**config.mk**
```make
export PLATFORM = sky130hd
export DESIGN_NAME = modular_exponentiation_flat
export DESIGN_NICKNAME = d
export VERILOG_FILES = /design/src/rtl/mexp_pkg.sv /design/src/rtl/mexp_req_if.sv /design/src/rtl/mexp_rsp_if.sv /design/src/rtl/mexp_modmul.sv /design/src/rtl/modular_exponentiation.sv /design/src/flat_wrapper.sv
export SDC_FILE = /design/constraint.sdc
export NUM_CORES = 1
export LEC_CHECK = 0
export BUFFER_PORTS_ARGS = -buffer_cell sky130_fd_sc_hd__buf_4
export CELL_PAD_IN_SITES_DETAIL_PLACEMENT = 1
export CELL_PAD_IN_SITES_GLOBAL_PLACEMENT = 1
export CORE_MARGIN = 2
export CORE_UTILIZATION = 44
export DETAILED_ROUTE_END_ITERATION = 10
export PLACE_DENSITY = 0.74
export SYNTH_ARGS = -nofsm -noshare
export SYNTH_HDL_FRONTEND = slang
export SYNTH_SLANG_ARGS = --single-unit
```
**constraint.sdc**
```tcl
create_clock -name clk -period 8.1 [get_ports clk]
set_input_delay 2.025 -clock clk [delete_from_list [all_inputs] [get_ports clk]]
set_output_delay 2.025 -clock clk [all_outputs]
set_load 0.1 [all_outputs]
```
**src/rtl/mexp_pkg.sv**
```systemverilog
// Shared types and constants for the modular exponentiation block.
package mexp_pkg;

  // Width of the payload fields on both channels
  localparam int FIELD_W = 32;

  // Sequencer states
  typedef enum logic [2:0] {
    ST_IDLE,
    ST_REDUCE,
    ST_PICK,
    ST_MUL,
    ST_SQUARE,
    ST_DONE
  } state_t;

endpackage

```
**src/rtl/mexp_req_if.sv**
```systemverilog
// Request channel: base, exponent and modulus with valid/ready.
interface mexp_req_if import mexp_pkg::*; ();
  logic               valid;
  logic               ready;
  logic [FIELD_W-1:0] base_value;
  logic [FIELD_W-1:0] exponent;
  logic [FIELD_W-1:0] modulus;

  modport source (output valid, output base_value, output exponent, output modulus,
                  input ready);
  modport sink (input valid, input base_value, input exponent, input modulus,
                output ready);
endinterface

```
**src/rtl/mexp_rsp_if.sv**
```systemverilog
// Response channel: power result and modulus error flag with valid/ready.
interface mexp_rsp_if import mexp_pkg::*; ();
  logic               valid;
  logic               ready;
  logic [FIELD_W-1:0] power_result;
  logic               modulus_error;

  modport source (output valid, output power_result, output modulus_error, input ready);
  modport sink (input valid, input power_result, input modulus_error, output ready);
endinterface

```
**src/rtl/mexp_modmul.sv**
```systemverilog
// Bit-serial modular multiplier: product = (op_a * op_b) mod modulus, one bit of op_b a cycle.
module mexp_modmul import mexp_pkg::*; #(
  parameter int WIDTH = 32
) (
  input  logic             clk,
  input  logic             rst,
  input  logic             start,
  input  logic [WIDTH-1:0] op_a,
  input  logic [WIDTH-1:0] op_b,
  input  logic [WIDTH-1:0] modulus,
  output logic             done,
  output logic [WIDTH-1:0] product
);

  localparam int CNT_W = (WIDTH > 1) ? $clog2(WIDTH) : 1;

  logic [WIDTH-1:0] acc;
  logic [WIDTH-1:0] mult_a;
  logic [WIDTH-1:0] mult_b;
  logic [WIDTH-1:0] mod;
  logic [CNT_W-1:0] cnt;
  logic             running;

  logic [WIDTH:0]   dbl;
  logic [WIDTH-1:0] dbl_mod;
  logic [WIDTH:0]   sum;
  logic [WIDTH-1:0] sum_mod;
  logic [WIDTH-1:0] acc_next;

  // Double the accumulator mod m, then add op_a mod m when the current bit is set
  always_comb begin
    dbl     = {1'b0, acc} + {1'b0, acc};
    dbl_mod = (dbl >= {1'b0, mod}) ? WIDTH'(dbl - {1'b0, mod}) : dbl[WIDTH-1:0];
    sum     = {1'b0, dbl_mod} + {1'b0, mult_a};
    sum_mod = (sum >= {1'b0, mod}) ? WIDTH'(sum - {1'b0, mod}) : sum[WIDTH-1:0];
    acc_next = mult_b[WIDTH-1] ? sum_mod : dbl_mod;
  end

  // Control: run until the last bit, then pulse done
  always_ff @(posedge clk) begin
    if (rst) begin
      running <= 1'b0;
      done    <= 1'b0;
    end else begin
      done <= 1'b0;
      if (start) begin
        running <= 1'b1;
      end else if (running && cnt == '0) begin
        running <= 1'b0;
        done    <= 1'b1;
      end
    end
  end

  // Datapath: load operands on start, advance one multiplier bit per cycle
  always_ff @(posedge clk) begin
    if (start) begin
      acc    <= '0;
      mult_a <= op_a;
      mult_b <= op_b;
      mod    <= modulus;
      cnt    <= CNT_W'(WIDTH - 1);
    end else if (running) begin
      acc    <= acc_next;
      mult_b <= {mult_b[WIDTH-2:0], 1'b0};
      cnt    <= cnt - 1'b1;
    end
  end

  assign product = acc;

endmodule

```
**src/rtl/modular_exponentiation.sv**
```systemverilog
// Modular exponentiation: base^exponent mod modulus by right-to-left square and multiply.
//
// Usage:
//   req carries base_value, exponent and modulus; a beat is taken when valid and
//   ready are both high. ready is high only while the block is idle.
//   rsp carries power_result and modulus_error; one beat per request.
//   A zero modulus returns 0 with modulus_error set in the cycle after the request beat.
//   An exponent of zero returns 1, unreduced.
// Sequencing:
//   Each modular product runs through one shared bit-serial multiplier, one bit
//   of the multiplier operand per cycle. The base is reduced first by one such
//   pass. Each exponent bit up to the highest set bit then takes one square, plus
//   one multiply when the bit is set, plus a pass through the dispatch state.
// Flow: one item at a time; the next request beat is taken at the earliest in the
//   cycle after the response beat.
// Reset: rst is synchronous and returns the sequencer to idle; any item in flight
//   is dropped. A stalled rsp holds the result and the block stays not ready.
module modular_exponentiation import mexp_pkg::*; #(
  parameter int WIDTH = 32
) (
  input  logic       clk,
  input  logic       rst,
  mexp_req_if.sink   req,
  mexp_rsp_if.source rsp
);

  state_t state;
  state_t state_next;

  logic [WIDTH-1:0] acc;
  logic [WIDTH-1:0] sq;
  logic [WIDTH-1:0] exp_left;
  logic [WIDTH-1:0] mod;
  logic             err;

  logic [WIDTH-1:0] in_base;
  logic [WIDTH-1:0] in_exp;
  logic [WIDTH-1:0] in_mod;
  logic             in_beat;

  logic             mm_start;
  logic [WIDTH-1:0] mm_a;
  logic [WIDTH-1:0] mm_b;
  logic [WIDTH-1:0] mm_m;
  logic             mm_done;
  logic [WIDTH-1:0] mm_prod;

  // Mask inputs to the datapath width
  assign in_base = WIDTH'(req.base_value);
  assign in_exp  = WIDTH'(req.exponent);
  assign in_mod  = WIDTH'(req.modulus);
  assign in_beat = req.valid && req.ready;

  // Shared modular multiplier
  mexp_modmul #(.WIDTH(WIDTH)) u_modmul (
    .clk     (clk),
    .rst     (rst),
    .start   (mm_start),
    .op_a    (mm_a),
    .op_b    (mm_b),
    .modulus (mm_m),
    .done    (mm_done),
    .product (mm_prod)
  );

  // Hold the sequencer state
  always_ff @(posedge clk) begin
    if (rst) begin
      state <= ST_IDLE;
    end else begin
      state <= state_next;
    end
  end

  // Next state and multiplier dispatch
  always_comb begin
    state_next = state;
    mm_start   = 1'b0;
    mm_a       = sq;
    mm_b       = sq;
    mm_m       = mod;
    req.ready  = 1'b0;
    rsp.valid  = 1'b0;
    unique case (state)
      ST_IDLE: begin
        req.ready = 1'b1;
        mm_a      = WIDTH'(1);
        mm_b      = in_base;
        mm_m      = in_mod;
        if (req.valid) begin
          if (in_mod == '0) begin
            state_next = ST_DONE;
          end else begin
            mm_start   = 1'b1;
            state_next = ST_REDUCE;
          end
        end
      end
      ST_REDUCE: begin
        if (mm_done) begin
          state_next = ST_PICK;
        end
      end
      ST_PICK: begin
        if (exp_left == '0) begin
          state_next = ST_DONE;
        end else if (exp_left[0]) begin
          mm_start   = 1'b1;
          mm_a       = acc;
          state_next = ST_MUL;
        end else begin
          mm_start   = 1'b1;
          state_next = ST_SQUARE;
        end
      end
      ST_MUL: begin
        if (mm_done) begin
          mm_start   = 1'b1;
          state_next = ST_SQUARE;
        end
      end
      ST_SQUARE: begin
        if (mm_done) begin
          state_next = ST_PICK;
        end
      end
      ST_DONE: begin
        rsp.valid = 1'b1;
        if (rsp.ready) begin
          state_next = ST_IDLE;
        end
      end
      default: begin
        state_next = ST_IDLE;
      end
    endcase
  end

  // Working registers: result, current square, remaining exponent bits
  always_ff @(posedge clk) begin
    unique case (state)
      ST_IDLE: begin
        if (in_beat) begin
          acc      <= (in_mod == '0) ? '0 : WIDTH'(1);
          err      <= (in_mod == '0);
          exp_left <= in_exp;
          mod      <= in_mod;
        end
      end
      ST_REDUCE: begin
        if (mm_done) begin
          sq <= mm_prod;
        end
      end
      ST_MUL: begin
        if (mm_done) begin
          acc <= mm_prod;
        end
      end
      ST_SQUARE: begin
        if (mm_done) begin
          sq       <= mm_prod;
          exp_left <= exp_left >> 1;
        end
      end
      default: begin
      end
    endcase
  end

  // Result beat
  assign rsp.power_result  = FIELD_W'(acc);
  assign rsp.modulus_error = err;

endmodule
```
**src/flat_wrapper.sv**
```systemverilog
// flat-port wrapper written by rule: the top's interface ports become plain ports
module modular_exponentiation_flat import mexp_pkg::*;
#(
  parameter int WIDTH = 32
)
  (clk, rst, req_valid, req_base_value, req_exponent, req_modulus, req_ready, rsp_valid, rsp_power_result, rsp_modulus_error, rsp_ready);
  mexp_req_if req_i ();
  mexp_rsp_if rsp_i ();
  input  logic clk;
  input  logic rst;
  input wire logic [$bits(req_i.valid)-1:0] req_valid;
  input wire logic [$bits(req_i.base_value)-1:0] req_base_value;
  input wire logic [$bits(req_i.exponent)-1:0] req_exponent;
  input wire logic [$bits(req_i.modulus)-1:0] req_modulus;
  output wire logic [$bits(req_i.ready)-1:0] req_ready;
  output wire logic [$bits(rsp_i.valid)-1:0] rsp_valid;
  output wire logic [$bits(rsp_i.power_result)-1:0] rsp_power_result;
  output wire logic [$bits(rsp_i.modulus_error)-1:0] rsp_modulus_error;
  input wire logic [$bits(rsp_i.ready)-1:0] rsp_ready;
  assign req_i.valid = req_valid;
  assign req_i.base_value = req_base_value;
  assign req_i.exponent = req_exponent;
  assign req_i.modulus = req_modulus;
  assign req_ready = req_i.ready;
  assign rsp_valid = rsp_i.valid;
  assign rsp_power_result = rsp_i.power_result;
  assign rsp_modulus_error = rsp_i.modulus_error;
  assign rsp_i.ready = rsp_ready;
  modular_exponentiation #(.WIDTH(WIDTH)) u_core (.clk(clk), .rst(rst), .req(req_i), .rsp(rsp_i));
endmodule
```
### Word-level counts from Yosys, hierarchy flattened

Cells that the tools add are included.

| storage, ports and cells | value |
|---|---|
| word-level logic and storage cells | 83 |
| register bits | 267 |

| operators by class | value |
|---|---|
| mux-type cells | 35 |
| $add $sub $neg | 5 |
| reductions and logical operators | 17 |
| eq/ne operators | 11 |
| order comparisons | 2 |

Operators by type and width:

| cell | count |
|---|---|
| $mux W32 | 13 |
| $pmux W32 S2 | 3 |
| $add A32 B32 Y33 | 2 |
| $ge A33 B32 Y1 | 2 |
| $logic_not A32 Y1 | 2 |
| $sub A32 B32 Y32 | 2 |
| $mux W3 | 7 |
| $pmux W3 S5 | 1 |
| $mux W1 | 10 |
| $ne A2 B2 Y1 const B | 4 |
| $reduce_bool A2 Y1 | 4 |
| $eq A3 B2 Y1 const B | 2 |
| $eq A3 B3 Y1 const B | 2 |
| $reduce_and A3 Y1 | 2 |
| $logic_not A5 Y1 | 1 |
| $sub A5 B1 Y5 const B | 1 |
| $ne A2 B1 Y1 const B | 2 |
| $reduce_and A2 Y1 | 2 |
| $reduce_and A4 Y1 | 1 |
| $reduce_or A2 Y1 | 2 |
| $eq A3 B1 Y1 const B | 1 |
| $logic_not A3 Y1 | 1 |
| $pmux W1 S3 | 1 |
| $logic_and A1 B1 Y1 | 2 |

### Logic depth before layout (Yosys ltp)

| logic depth | value |
|---|---|
| depth after elaboration | 7 |
| mapped depth | 39 |
| mapped depth without buffers | 32 |

### Cells and area by module

A second synthesis with hierarchy kept.

| second synthesis, totals | value |
|---|---|
| cells, all modules | 1503 |
| area, all modules | 16799.9 um^2 |

By module, submodules not included:

| module | area each (um^2) | cells each | instances |
|---|---|---|---|
| mexp_modmul | 10655.2 | 1120 | 1 |
| modular_exponentiation | 6144.6 | 383 | 1 |

### Worst setup path before layout

No wires, ideal clock.

| timing | value |
|---|---|
| path kind | reg2reg |
| start point | reg u_core.u_modmul.mod[0] |
| end point | reg u_core.u_modmul.acc[16], in the netlist u_core.u_modmul.product[16] |
| slack | 0.927 ns |
| data required time | 7.875 ns |
| stages on the path, launching flop included | 33 |
| data arrival time | 6.948 ns |
| period minus slack after synthesis | 7.173 ns |
| setup time | 0.225 ns |
| buffers on the path | 3 |
| cell sequence | edfxtp_1 -> inv_1 -> fa_1 -> a21o_1 -> a221oi_1 -> nor3b_1 -> o311ai_0 -> o21ai_0 -> xnor2_1 -> o21ai_0 -> ha_1 -> clkbuf_1 -> o21a_1 -> a211o_1 -> a311oi_2 -> o31ai_4 -> o31a_1 -> a31oi_1 -> nor3_1 -> or2_2 -> ha_1 -> nand4_1 -> nor4_1 -> nand4_1 -> o21ai_0 -> nor3_1 -> o41ai_1 -> o21ba_1 -> buf_6 -> buf_12 -> mux2_1 -> a221oi_2 -> nor2_1 |

| on the way | value |
|---|---|
| longest elaborated chain between the ends | 6 |
| elaborated cells between the ends (all ways) | 8 |
| classes of those cells | 3 x add/sub; 2 x order compare; 3 x mux |

Ends and longest elaborated chain:

| item | RTL line | RTL |
|---|---|---|
| start, declared | mexp_modmul.sv:20 | `logic [WIDTH-1:0] mod;` |
| start signal, assigned | mexp_modmul.sv:61 | `mod <= modulus;` |
| $sub A32 B32 Y32 or $ge A33 B32 Y1 (tied branches) | mexp_modmul.sv:33 | `dbl_mod = (dbl >= {1'b0, mod}) ? WIDTH'(dbl - {1'b0, mod}) : dbl[WIDTH-1:0];` |
| $mux W32 | mexp_modmul.sv:33 |  |
| $add A32 B32 Y33 | mexp_modmul.sv:34 | `sum = {1'b0, dbl_mod} + {1'b0, mult_a};` |
| $sub A32 B32 Y32 or $ge A33 B32 Y1 (tied branches) | mexp_modmul.sv:35 | `sum_mod = (sum >= {1'b0, mod}) ? WIDTH'(sum - {1'b0, mod}) : sum[WIDTH-1:0];` |
| $mux W32 | mexp_modmul.sv:35 |  |
| $mux W32 * | mexp_modmul.sv:36 | `acc_next = mult_b[WIDTH-1] ? sum_mod : dbl_mod;` |
| end signal, assigned | mexp_modmul.sv:64 | `acc <= acc_next;` |
| end, declared | mexp_modmul.sv:17 | `logic [WIDTH-1:0] acc;` |

Every way passes the cells marked *; elsewhere a longest branch is shown, timed or not.
A chain may end at the register's enable or synchronous reset.

### Final worst setup path

| timing | value |
|---|---|
| start point | reg u_core.u_modmul.mod[22] |
| end point | reg u_core.u_modmul.acc[11], in the netlist u_core.u_modmul.product[11] |

| on the way | value |
|---|---|
| longest elaborated chain between the ends | 6 |
| elaborated cells between the ends (all ways) | 8 |
| classes of those cells | 3 x add/sub; 2 x order compare; 3 x mux |

Ends and longest elaborated chain:

| item | RTL line |
|---|---|
| $ge A33 B32 Y1 or $sub A32 B32 Y32 (tied branches) | mexp_modmul.sv:33 |
| $mux W32 | mexp_modmul.sv:33 |
| $add A32 B32 Y33 | mexp_modmul.sv:34 |
| $sub A32 B32 Y32 or $ge A33 B32 Y1 (tied branches) | mexp_modmul.sv:35 |
| $mux W32 | mexp_modmul.sv:35 |
| $mux W32 * | mexp_modmul.sv:36 |

Marked as above.

==> flow_summary_export.csv <==
group,metric,value,unit
logic_synthesis,syn-cell-area,0.01671,mm^2
timing,setup_violations,0,
timing,finalHoldViolations,0,
job,drv_cap,0,
global_route,grt_pass1_vias,13852,
floorplanning,fp-row-count,71,
routing,drt_first_iter_violations,878,
power,vdd_drop_max,0.2171,mV
worst_setup_path,worst-path-buf-inv,5,
worst_setup_path,cp.required,8580,ps
layout,fin_cells,2289,
logic_synthesis,synth_edf_count,225,
placement,port_buffers,134,
worst_setup_path,cpPeakStageDelay,410,ps
worst_setup_path,cp-start-kind,"flip-flop",
routing,drc_errors,0,
worst_setup_path,crit_slowest_cell,"or3b_1",
cts,clk_pin_slew,70,ps
timing,relSlewSlack,0.3374,
worst_setup_path,cp-end-kind,"flip-flop",
cts,clkLatencyLatePin,590,ps
worst_setup_path,critical_path_class,"flip-flop to flip-flop",
global_route,grtUsageTotal,0.2752,
floorplanning,die_y,198.9,um
logic_synthesis,yosysMostFrequentCell,"edfxtp_1",
floorplanning,io_pins,135,
timing,skew,15.35,ps
logic_synthesis,async_reset_ff_frac,0,
layout,area_growth,18.36,%
floorplanning,initial_core_util,0.4457,
timing,slew_viol_final,0,
routing,post_drt_wl_per_cell,23.75,um
cts,clock_sinks,267,
min_path,worstHoldPathType,"flip-flop to flip-flop",
routing,antenna_left,0,
logic_synthesis,ys.flop_type,"edfxtp_1",
layout,num-nets-final,1953,
logic_synthesis,synth_seq_area_share,0.4547,
logic_synthesis,yosysWarnings,0,
cts,root_buffer,"clkbuf_16",
global_route,grt_pass1_wl,82.79,mm
layout,n_antenna_cell,0,
cts,cts-buffers-inserted,31,
routing,drt_first_pass_iters,5,
global_route,grt_max_degree,70,
floorplanning,dieArea,0.03955,mm^2
placement,place_congestion,0.9388,
cts,clockBufferDepth,3,
floorplanning,chipWidth,198.9,um
routing,avgViaCountPerCell,5.886,
power,powerDensity,499.7,mW/mm^2
floorplanning,core,0.03749,mm^2
logic_synthesis,synth-seq-cells,267,
logic_synthesis,syn_avg_cell_area,10.50,um^2
cts,htreeDepth,1,
layout,drive_above_1_share,0.2199,
layout,final_util,0.5275,
routing,wl,54.36,mm
global_route,grt_antenna_before_repair,0,
worst_setup_path,crit_fanout,16,
timing,post-route-period-util,0.9701,
worst_setup_path,worst_path_dominant_cell_family,"compound AO/OA/AOI/OAI gates",
outcome,outcome,"complete, no violations",
logic_synthesis,synthTopCellsByCount,"225 x edfxtp_1, 128 x nand2_1, 104 x o21ai_0",
logic_synthesis,synth_area_leader_cell,"edfxtp_1",
worst_setup_path,critPathArrivalTime,8340,ps
routing,vias,13473,
placement,placed_cells,2226,
timing,period_minus_slack,7858,ps
cts,hold_buffers,0,
logic_synthesis,synthCells,1591,
cts,cts_tree,"built",
layout,fillers,4112,
power,p_leak,8.166,nW
global_route,grt.overflow.total,0,
placement,place.detailed.hpwl,41.39,mm
timing,clock.fmax,127.3,MHz
logic_synthesis,synth_top_area_frac,0.4044,
timing,tightest_slew,992.8,ps
logic_synthesis,synthTopCellsByArea,"edfxtp_1 40%, ha_1 7.3%, mux2_2 5.3%, dfxtp_1 5.0%, o21ai_0 3.1%",
logic_synthesis,synth_nets,1791,
logic_synthesis,synth_cell_types,82,
[state kept, by name, indices dropped and copies added (netlist names)]
name	cells
u_core.rsp.power_result	32
u_core.u_modmul.mult_a	32
u_core.u_modmul.running	1
u_core.u_modmul.mod	32
u_core.sq	32
u_core.state	3
u_core.u_modmul.done	1
u_core.u_modmul.product	32
u_core.u_modmul.cnt	5
u_core.exp_left	32
u_core.u_modmul.mult_b	32
u_core.rsp.modulus_error	1
u_core.mod	32
[worst min-delay path, stage by stage, from the launching register on]
cell and delay (ps):
dfxtp_1 330, nand2b_1 60, nand3_1 70
[kinds of logic after synthesis]
group / share of synthesized area
compound gates: 0.1854
simple gates: 0.1175
fa+ha+maj: 0.07623
flops: 0.4547
buf+inv: 0.03789
xor+xnor: 0.04508
mux: 0.08320
[report_power, final]
| part | internal, mW | switching (mW) |
|---|---|---|
| combinational | 2.57 | 3.96 |
| sequential | 1.73 | 0.187 |
| clock | 0.828 | 0.601 |
[worst paths after layout]
kind,from,end,slack [ps],cells after the start
worst max-delay path,u_core.u_modmul.mod[22],u_core.u_modmul.product[11],240,31
worst min-delay path,u_core.u_modmul.cnt[4],u_core.u_modmul.cnt[4],500,2
worst max register to register,u_core.u_modmul.mod[22],u_core.u_modmul.product[11],240,31
worst min register to register,u_core.u_modmul.cnt[4],u_core.u_modmul.cnt[4],500,2
[routing by layer]
layer  share of wire  global-route usage  up-vias
li1                -                   -     6325
met5               0                   0        -
met1            0.49              0.4116     6727
met2            0.44              0.4215      353
met4           0.020             0.06247        0
met3           0.056             0.03764       68
[area by class of cell]
| class | count | area (um^2) | area share |
|---|---|---|---|
| clock buffers | 39 | 835.8 | 0.04226 |
| clock inverters | 19 | 187.7 | 0.009490 |
| inverters | 76 | 286.5 | 0.01449 |
| multi-input cells | 1173 | 8665 | 0.4381 |
| flip-flops and latches | 267 | 7599 | 0.3842 |
| well taps | 511 | 639.4 | 0.03233 |
| repair buffers | 204 | 1564 | 0.07908 |
[placed cells by master (no fill, tap or decap), drive strengths merged, types with 6 or more instances in the layout]
| cell | n |
|---|---|
| a22oi | 6 |
| nand4 | 22 |
| a211oi | 30 |
| mux2 | 79 |
| inv | 79 |
| a211o | 7 |
| a31o | 13 |
| nand3 | 29 |
| ha | 97 |
| dfxtp | 42 |
| clkbuf | 39 |
| xor2 | 30 |
| nor4 | 18 |
| and2 | 35 |
| mux2i | 50 |
| nor3 | 25 |
| o21bai | 13 |
| xnor2 | 56 |
| edfxtp | 225 |
| a31oi | 9 |
| and3 | 19 |
| a22o | 36 |
| buf | 204 |
| nor2 | 93 |
| nor2b | 8 |
| nand2b | 12 |
| a21o | 31 |
| nand2 | 128 |
| a21oi | 95 |
| o211ai | 17 |
| o31ai | 13 |
| clkinv | 12 |
| o21ai | 106 |
| o21a | 18 |
[stage by stage]
| stage | power [mW] | hold WS (ps) | TNS [ps] | worst slack, ps | cell area, um^2 |
|---|---|---|---|---|---|
| detailed placement | 8.124 | 485.6 | -7996 | -381.0 | 18560 |
| finish | 9.882 | 498.2 | 0 | 242.2 | 19780 |
| global placement | 8.018 | 454.4 | -4518 | -257.1 | 18560 |
| CTS | 9.626 | 505.8 | 0 | 23.47 | 19620 |
| global route | 10.48 | 522.4 | -62.84 | -39.68 | 19780 |
| floorplan | 6.138 | 440.0 | 0 | 926.6 | 16710 |
[repair_timing]
| action | 4_1_cts | 5_1_grt |
|---|---|---|
| resized for setup | 4 | 33 |
| setup endpoints to repair | 31 | 32 |
| pin swaps | 1 | 4 |
| endpoints found under the hold margin | 0 | 0 |
| setup buffers | 2 | 3 |
Note: power is estimated with default switching activity, not from simulation.
